**src/rtl/core/cpi_pkg.sv**
```systemverilog
// Shared widths and constants for the cycle ledger / PPS interpolator.
// No dependencies; imported by the divider, the top level and the checker.
`timescale 1ns / 1ps

package cpi_pkg;

  // Raw counter sample and ledger widths
  localparam int unsigned CNT_W    = 32;
  localparam int unsigned LEDGER_W = 64;

  // Nanoseconds per second fits in 30 bits; product and quotient in 62 bits
  localparam int unsigned NS_W     = 30;
  localparam int unsigned PROD_W   = CNT_W + NS_W;
  localparam logic [NS_W-1:0] NS_PER_SEC = NS_W'(1000000000);

  // Divider step counter
  localparam int unsigned STEP_W   = $clog2(PROD_W);
  localparam logic [STEP_W-1:0] LAST_STEP = STEP_W'(PROD_W - 1);

  // Reset value of the counter frequency register
  localparam logic [CNT_W-1:0] RESET_CPS = CNT_W'(600000000);

  // Sequencer states, one-hot
  typedef enum logic [4:0] {
    S_IDLE = 5'b00001,
    S_MUL  = 5'b00010,
    S_LOAD = 5'b00100,
    S_DIV  = 5'b01000,
    S_DONE = 5'b10000
  } seq_state_t;

endpackage

```
**src/rtl/core/cpi_divider.sv**
```systemverilog
// Restoring divider: PROD_W-bit dividend by CNT_W-bit divisor, one quotient bit per cycle.
// Depends on cpi_pkg.
`timescale 1ns / 1ps

module cpi_divider import cpi_pkg::*; (
  input  logic              clk,
  input  logic              rst,
  input  logic              start,
  input  logic [PROD_W-1:0] dividend,
  input  logic [CNT_W-1:0]  divisor,
  output logic              done,
  output logic [PROD_W-1:0] quotient
);

  logic              busy;
  logic [STEP_W-1:0] step;
  logic [CNT_W-1:0]  rem;
  logic [CNT_W-1:0]  dvs;
  logic [PROD_W-1:0] quo;

  logic [CNT_W:0]    rem_shift;
  logic              fits;
  logic [CNT_W:0]    rem_diff;

  // Shift in the next dividend bit and trial-subtract the divisor
  always_comb begin
    rem_shift = {rem, quo[PROD_W-1]};
    fits      = (rem_shift >= {1'b0, dvs});
    rem_diff  = rem_shift - {1'b0, dvs};
  end

  // Control: step count and completion pulse
  always_ff @(posedge clk) begin
    if (rst) begin
      busy <= 1'b0;
      done <= 1'b0;
      step <= '0;
    end else begin
      done <= 1'b0;
      if (start) begin
        busy <= 1'b1;
        step <= '0;
      end else if (busy) begin
        step <= step + 1'b1;
        if (step == LAST_STEP) begin
          busy <= 1'b0;
          done <= 1'b1;
        end
      end
    end
  end

  // Datapath: partial remainder and quotient shift register
  always_ff @(posedge clk) begin
    if (start) begin
      rem <= '0;
      dvs <= divisor;
      quo <= dividend;
    end else if (busy) begin
      rem <= fits ? rem_diff[CNT_W-1:0] : rem_shift[CNT_W-1:0];
      quo <= {quo[PROD_W-2:0], fits};
    end
  end

  assign quotient = quo;

endmodule

```
**src/rtl/core/cycle_ledger_pps_interpolator.sv**
```systemverilog
// Top level: sample intake, 64-bit ledger, PPS baseline, multiply and divider.
// Depends on cpi_pkg and cpi_divider.
`timescale 1ns / 1ps

// Each accepted sample extends the 64-bit cycle ledger by the wrapped
// difference from the previous sample and, when kind is set, captures the
// sample as the new PPS baseline. The block then returns the ledger and the
// whole nanoseconds since the baseline, floor(elapsed * 10^9 / counter_hz),
// where counter_hz is the counter frequency register written over the
// configuration channel, with a divisor of zero taken as one. Each accepted
// sample goes through these steps in order: the elapsed count is registered,
// it is multiplied by 10^9 in S_MUL, the product is loaded into the divider
// in S_LOAD, the restoring divider works one quotient bit per cycle in S_DIV,
// and S_DONE hands the result to the output register once the output slot is
// free. in_stall is high from S_MUL through S_DONE; a new sample is taken as
// soon as the result sits in the output register, even if it has not been
// collected yet. cfg_ready is always high; write the frequency register only
// while no sample is in flight.
module cycle_ledger_pps_interpolator import cpi_pkg::*; (
  input  logic                clk,
  input  logic                rst,
  // Configuration write channel
  input  logic                cfg_valid,
  output logic                cfg_ready,
  input  logic [CNT_W-1:0]    cfg_data,
  // Sample channel
  input  logic                in_valid,
  output logic                in_stall,
  input  logic                kind,
  input  logic [CNT_W-1:0]    counter_value,
  // Result channel
  output logic                out_valid,
  input  logic                out_stall,
  output logic [LEDGER_W-1:0] cycles_total,
  output logic [PROD_W-1:0]   ns_since_pps
);

  seq_state_t          state;
  seq_state_t          state_next;

  logic [CNT_W-1:0]    counter_hz;
  logic [LEDGER_W-1:0] ledger;
  logic [CNT_W-1:0]    previous_sample;
  logic [CNT_W-1:0]    baseline;
  logic [CNT_W-1:0]    elapsed;
  logic [PROD_W-1:0]   product;

  logic                in_take;
  logic                out_free;
  logic                div_start;
  logic                div_done;
  logic [CNT_W-1:0]    div_divisor;
  logic [PROD_W-1:0]   div_quotient;
  logic [CNT_W-1:0]    sample_diff;

  assign cfg_ready = 1'b1;
  assign in_stall  = (state != S_IDLE);
  assign in_take   = in_valid && !in_stall;
  assign out_free  = !out_valid || !out_stall;
  assign div_start = (state == S_LOAD);

  assign sample_diff = counter_value - previous_sample;
  assign div_divisor = (counter_hz == '0) ? CNT_W'(1) : counter_hz;

  // Sequencer next state
  always_comb begin
    state_next = state;
    unique case (state)
      S_IDLE: if (in_take) state_next = S_MUL;
      S_MUL:  state_next = S_LOAD;
      S_LOAD: state_next = S_DIV;
      S_DIV:  if (div_done) state_next = S_DONE;
      S_DONE: if (out_free) state_next = S_IDLE;
      default: state_next = S_IDLE;
    endcase
  end

  always_ff @(posedge clk) begin
    if (rst) begin
      state <= S_IDLE;
    end else begin
      state <= state_next;
    end
  end

  // Frequency register
  always_ff @(posedge clk) begin
    if (rst) begin
      counter_hz <= RESET_CPS;
    end else if (cfg_valid && cfg_ready) begin
      counter_hz <= cfg_data;
    end
  end

  // Ledger and previous sample advance on each accepted transaction; baseline only on a PPS sample
  always_ff @(posedge clk) begin
    if (rst) begin
      ledger          <= '0;
      previous_sample <= '0;
      baseline        <= '0;
    end else if (in_take) begin
      ledger          <= ledger + {{(LEDGER_W-CNT_W){1'b0}}, sample_diff};
      previous_sample <= counter_value;
      if (kind) begin
        baseline <= counter_value;
      end
    end
  end

  // Elapsed cycles since baseline; zero on a PPS sample
  always_ff @(posedge clk) begin
    if (in_take) begin
      elapsed <= kind ? '0 : (counter_value - baseline);
    end
  end

  // Scale elapsed cycles to nanosecond units before the divide
  always_ff @(posedge clk) begin
    if (state == S_MUL) begin
      product <= {{NS_W{1'b0}}, elapsed} * {{CNT_W{1'b0}}, NS_PER_SEC};
    end
  end

  cpi_divider u_div (
    .clk      (clk),
    .rst      (rst),
    .start    (div_start),
    .dividend (product),
    .divisor  (div_divisor),
    .done     (div_done),
    .quotient (div_quotient)
  );

  // Output register: load when finished and the slot is free, drop when taken
  always_ff @(posedge clk) begin
    if (rst) begin
      out_valid <= 1'b0;
    end else if (state == S_DONE && out_free) begin
      out_valid <= 1'b1;
    end else if (out_valid && !out_stall) begin
      out_valid <= 1'b0;
    end
  end

  always_ff @(posedge clk) begin
    if (state == S_DONE && out_free) begin
      cycles_total <= ledger;
      ns_since_pps <= div_quotient;
    end
  end

endmodule

```
**config.mk**
```make
export PLATFORM = sky130hd
export DESIGN_NAME = cycle_ledger_pps_interpolator
export DESIGN_NICKNAME = d
export VERILOG_FILES = /design/src/rtl/core/cpi_pkg.sv /design/src/rtl/core/cpi_divider.sv /design/src/rtl/core/cycle_ledger_pps_interpolator.sv
export SDC_FILE = /design/constraint.sdc
export NUM_CORES = 2
export LEC_CHECK = 0
export BUFFER_PORTS_ARGS = -buffer_cell sky130_fd_sc_hd__clkbuf_2
export CORE_UTILIZATION = 60
export DETAILED_ROUTE_END_ITERATION = 10
export HOLD_SLACK_MARGIN = 0.15
export PLACE_DENSITY = 0.88
export REMOVE_ABC_BUFFERS = 1
export SLEW_MARGIN = 30
export SYNTH_ARGS = -nofsm -noshare
export SYNTH_HDL_FRONTEND = slang
export SYNTH_SLANG_ARGS = --single-unit
```
**constraint.sdc**
```tcl
create_clock -name clk -period 11.9 [get_ports clk]
set_clock_uncertainty 0.05 [all_clocks]
set_input_delay 2.975 -clock clk [delete_from_list [all_inputs] [get_ports clk]]
set_output_delay 2.975 -clock clk [all_outputs]
set_load 0.005 [all_outputs]
```
# Yosys cells after proc, flatten, opt, wreduce, memory -nomap -nowiden

Index checks and enable logic that the tools add are counted.

Add/subtract/negate cells: 5
Multipliers: 1
Mux-type cells: 13
Div/mod/pow operators: 0
Equality and inequality tests: 10
Shift-type cells: 0
Bitwise operators: 1
$lt $le $gt $ge: 1
Reduce and logical (&&, ||, !) cells: 14

Operators with widths:

| operator                                              | number |
|---|---|
| 2-to-1 mux 62 bit                                     | 2 |
| subtractor 32 bit                                     | 3 |
| adder 64 x 32 -> 64 bit                               | 1 |
| multiplier 32 x 21 -> 53 bit, second input constant   | 1 |
| greater-or-equal comparator 33 x 32 -> 1 bit          | 1 |
| zero test 32 bit                                      | 1 |
| 2-to-1 mux 32 bit                                     | 1 |
| one-hot mux 5 bit (5 select lines)                    | 1 |
| 2-to-1 mux 5 bit                                      | 3 |
| adder 6 x 1 -> 6 bit, second input constant           | 1 |
| == test 6 bit, second input constant                  | 1 |
| 2-to-1 mux 1 bit                                      | 6 |
| == test 5 x 1 -> 1 bit, second input constant         | 1 |
| == test 5 x 2 -> 1 bit, second input constant         | 1 |
| == test 5 x 3 -> 1 bit, second input constant         | 1 |
| == test 5 x 4 -> 1 bit, second input constant         | 1 |
| == test 5 bit, second input constant                  | 1 |
| inequality test 5 x 1 -> 1 bit, second input constant | 1 |
| inequality test 2 bit, second input constant          | 2 |
| nonzero test 2 bit                                    | 2 |
| logical AND 1 bit                                     | 3 |
| zero test 1 bit                                       | 3 |
| AND reduction 3 bit                                   | 1 |
| OR reduction 3 bit                                    | 1 |
| 5 further kinds                                       | 5 |

Memory bits (read-only): 0
RAM bits: 0
Memories: 0
Bits in latches: 0
Register bits: 511

# Depth between registers and ports, before layout

Depth in word-level cells: 5
Mapped depth: 26
Gate-level depth less buffers: 25

# By module

From an unflattened synthesis, not the netlist that was laid out.

Cells, all modules: 3800
Area total of the unflattened synthesis: 38587.0 µm²

Modules (own cells, without submodules):

| module                        | seq. area each (µm²) | area an instance (µm²) | instances | cells an instance |
|---|---|---|---|---|
| cycle_ledger_pps_interpolator | 9659.3               | 31328.8                | 1         | 3125 |
| cpi_divider                   | 3623.5               | 7258.2                 | 1         | 675 |

# Least setup slack after synthesis

No wires, ideal clock.

Path type: input to register
From: in out_stall
To: reg cycles_total[0] (enable)
Arrival time: 9.062 ns
Stages on the path: 1
Library setup time: 0.652 ns
Slack: 2.135 ns
Data required time: 11.198 ns
Path buffers: 0
Cell sequence: a21oi_1

Longest elaborated chain between the ends: 3

Ends and longest elaborated chain:

| item                 | RTL line                             | RTL |
|---|---|---|
| from (decl)          | cycle_ledger_pps_interpolator.sv:33  | `input logic out_stall,` |
| zero test 1 bit      | cycle_ledger_pps_interpolator.sv:59  | `assign out_free = !out_valid \|\| !out_stall;` |
| logical OR 1 bit     | cycle_ledger_pps_interpolator.sv:59  |  |
| logical AND 1 bit    | cycle_ledger_pps_interpolator.sv:146 | `if (state == S_DONE && out_free) begin` |
| to (signal assigned) | cycle_ledger_pps_interpolator.sv:147 | `cycles_total <= ledger;` |
| to (decl)            | cycle_ledger_pps_interpolator.sv:34  | `output logic [LEDGER_W-1:0] cycles_total,` |

Every way passes these cells.
A chain may end at the register's enable or synchronous reset.

# Final worst setup path

From: in counter_value[1]
To: reg ledger[53]

Longest elaborated chain between the ends: 2

Ends and longest elaborated chain:

| item                    | RTL line                             | RTL |
|---|---|---|
| from (decl)             | cycle_ledger_pps_interpolator.sv:30  | `input logic [CNT_W-1:0] counter_value,` |
| subtractor 32 bit       | cycle_ledger_pps_interpolator.sv:62  | `assign sample_diff = counter_value - previous_sample;` |
| adder 64 x 32 -> 64 bit | cycle_ledger_pps_interpolator.sv:102 | `ledger <= ledger + {{(LEDGER_W-CNT_W){1'b0}}, sample_diff};` |
| to (signal assigned)    | cycle_ledger_pps_interpolator.sv:102 |  |
| to (decl)               | cycle_ledger_pps_interpolator.sv:42  | `logic [LEDGER_W-1:0] ledger;` |

Every way passes these cells.

==> flow_metrics.env <==
export IMPL_tns_ns=0
export IMPL_initial_utilization_pct=60.7
export IMPL_ctsResizeCount=0
export IMPL_postSynthRegisterBits=511
export IMPL_ys_seq_area_share_pct=34.8
export IMPL_slowest_stage="a2111oi_2"
export IMPL_clk_pin_slew_worst_paths_ns=0.06
export IMPL_crit_top_cell="a21oi_1"
export IMPL_nets=4770
export IMPL_cp_required_ns=12.39
export IMPL_drive_gt1_share_pct=8.35
export IMPL_track_usage_pct=27.5
export IMPL_grt_util_met2_pct=47.5
export IMPL_io_buffers=197
export IMPL_cts_max_path_buffers=3
export IMPL_ant_nets=0
export IMPL_n_antenna_cell=0
export IMPL_ctsHoldBuffers=0
export IMPL_pin_count=199
export IMPL_syn_avg_cell_area_um2=9.88
export IMPL_status="finished, violations left"
export IMPL_wl_per_cell_um=18.1
export IMPL_vias=27800
export IMPL_numCtsBuffers=55
export IMPL_syn_inst=3864
export IMPL_place_detailed_hpwl_um=66800
export IMPL_fmax_mhz=122
export IMPL_place_congestion=0.948
export IMPL_hold_violations=0
export IMPL_drt_initial_drc_count=1900
export IMPL_syn_to_final_growth_pct=9.14
export IMPL_wl_um=88200
export IMPL_violations="design-rule violations"
export IMPL_grt_pass1_wl_um=141000
export IMPL_grt_antenna_before_repair=11
export IMPL_hold_worst_slack_ns=0.378
export IMPL_rows=92
export IMPL_yosysUniqueCellTypes=86
export IMPL_setup_viol_count_final=0
export IMPL_synth_flop_cell="edfxtp_1"
export IMPL_grtUsageMet3_pct=5.27
export IMPL_grt_pass1_vias=27900
export IMPL_fin_util_pct=66.2
export IMPL_fp_dieArea_um2=64700
export IMPL_fp_dieH_um=254
export IMPL_critical_path_max_stage_delay_ns=0.60
export IMPL_ys_warn_count=0
export IMPL_hold_path_class="reg -> reg"
export IMPL_cap_violations=0
export IMPL_insertion_delay_ns=0.63
export IMPL_slew_violations=0
export IMPL_top_usage_layer="met2"
export IMPL_crit_fanout=14
export IMPL_coreArea_um2=63000
export IMPL_grt_max_degree=90
export IMPL_cp_cell_sequence="clkbuf_2 -> ha_1 -> nor2b_1 -> o31ai_1 -> a21oi_1 -> a2111o_1 -> a31oi_1 -> o21ai_0 -> a21o_1 -> a21oi_1 -> xnor2_1 -> ha_1 -> a21oi_1 -> o21ai_0 -> o21bai_1 -> o21ai_2 -> a31oi_1 -> a2111oi_2 -> o2111ai_2 -> or3_2 -> a21oi_1"
export IMPL_synth_edf_count=305
export IMPL_period_needed_ns=8.18
export IMPL_cp_end_kind="flop"
export IMPL_grtUsageMet1_pct=33.8
export IMPL_viasPerCell=5.70
export IMPL_clkSinkCount=511
export IMPL_cts_max_level=2
export IMPL_rsz0062_at_grt="no"
export IMPL_die_x_um=254
export IMPL_dr_pass1_iters=9
export IMPL_crit_type="in -> reg"
export IMPL_cts_root_buf="clkbuf_16"
export IMPL_async_reset_ff_share_pct=0
export IMPL_cts_tree="built"
export IMPL_relSlewSlack_pct=34.6
export IMPL_drc=1
export IMPL_post_route_period_util_pct=68.7
export IMPL_arrival_ns=8.67
export IMPL_postCtsSetupBuffers=0
export IMPL_syn_area_um2=38200
export IMPL_worst_pin_slew_ns=0.981
export IMPL_grt_overflow_total=0
export IMPL_worstSetupStartpointType="input pin"
==> flip-flops by register name, indices dropped and copies added (netlist names) <==
register,count
cycles_total,64
ledger,64
ns_since_pps,62
u_div.quotient,62
product,53
baseline,32
counter_hz,32
elapsed,32
previous_sample,32
u_div.dvs,32
u_div.rem,32
u_div.step,6
state,5
out_valid,1
u_div.busy,1
u_div.done,1
==> cell usage after synthesis (5+ instances only) <==
master,count,share of area (%)
a211o_1,15,0.34
a211oi_1,22,0.43
a21boi_0,10,0.20
a21o_1,95,1.9
a21oi_1,278,3.6
a311oi_1,5,0.11
a31oi_1,25,0.41
a41oi_1,5,0.11
and2_1,23,0.38
and3_1,30,0.49
and3b_1,6,0.14
buf_1,7,0.069
clkbuf_1,129,1.3
dfxtp_1,206,11
edfxtp_1,305,24
fa_1,316,17
ha_1,393,13
inv_1,641,6.3
mux2i_1,47,1.2
nand2_1,430,4.2
nand2b_1,21,0.34
nand3_1,37,0.48
nand3b_1,7,0.14
nand4_1,33,0.54
nor2_1,182,1.8
nor2b_1,36,0.59
nor3_1,49,0.64
nor3b_1,7,0.14
nor4_1,18,0.29
nor4b_1,5,0.11
o211ai_1,24,0.47
o21a_1,23,0.45
o21ai_0,128,1.7
o21bai_1,22,0.43
o31ai_1,9,0.18
or2_2,5,0.082
or3_1,15,0.25
xnor2_1,110,2.5
xor2_1,60,1.4
==> routing by layer <==
metal,up-vias,part of all wire (%),wire (um)
met5,-,0.16,138
met4,20,4.2,3690
met3,278,6.1,5350
met2,899,49,43600
met1,13500,40,35400
li1,13200,-,-
==> critical path, delay by kind of cell <==
family,cells,cell delay (ns)
AOI/OAI and AO/OA,15,4.13
and+or+nand+nor,2,0.71
adders and majority gates,2,0.57
buffers and inverters,1,0.15
xor gates and xnor gates,1,0.14
==> logic make-up (layout without fill, tap and decap cells) <==
kind of cell | count (synthesis) | after routing | synth area share (%)
XOR/XNOR | 170 | 170 | 3.90
AO/OA/AOI/OAI | 711 | 711 | 11.5
adder cells (fa/ha/maj) | 709 | 709 | 29.4
multiplexers | 50 | 50 | 1.32
flip-flops | 511 | 511 | 34.8
AND/OR/NAND/NOR | 926 | 926 | 11.3
other | 1 | 1 | 0.00982
buffers and inverters | 786 | 958 | 7.79
==> per-stage QoR <==
stage,worst slack (ns),cells,cell area (um^2)
after global routing,3.44,4882,41700
after floorplan,2.14,3720,37600
final,3.72,4882,41700
after global placement,3.46,4778,39800
after detailed placement,3.37,4780,39900
after CTS,3.88,4882,41700
==> placed cells by master, fill, tap and decap left out, drive strengths merged, types with 35 or more instances in the layout <==
cell type  count
a21o          95
a21oi        279
clkbuf       263
dfxtp        206
edfxtp       305
fa           316
ha           393
inv          642
mux2i         47
nand2        430
nand3         37
nand4         35
nor2         183
nor2b         36
nor3          50
o21ai        133
xnor2        110
xor2          60
==> worst paths after layout <==
kind                       to  depth (start not counted)                from  slack, ns
max                ledger[53]                         21    counter_value[1]       3.72
min          ns_since_pps[59]                          0  u_div.quotient[59]       0.38
max reg2reg       product[59]                         20          elapsed[0]       4.11
min reg2reg  ns_since_pps[59]                          0  u_div.quotient[59]       0.38
==> layout make-up <==
| type | count | area (um^2) |
|---|---|---|
| clock buffers | 67 | 1460 |
| clock inverters | 35 | 358 |
| multi-input cells | 2567 | 22000 |
| repair buffers | 214 | 1130 |
| inverters | 642 | 2410 |
| fillers | 4634 | 21300 |
| flip-flops and latches | 511 | 13300 |
| well taps | 846 | 1060 |
Power is not shown: default switching activity piles up to over one toggle a cycle in this logic, so the estimate is an artifact.
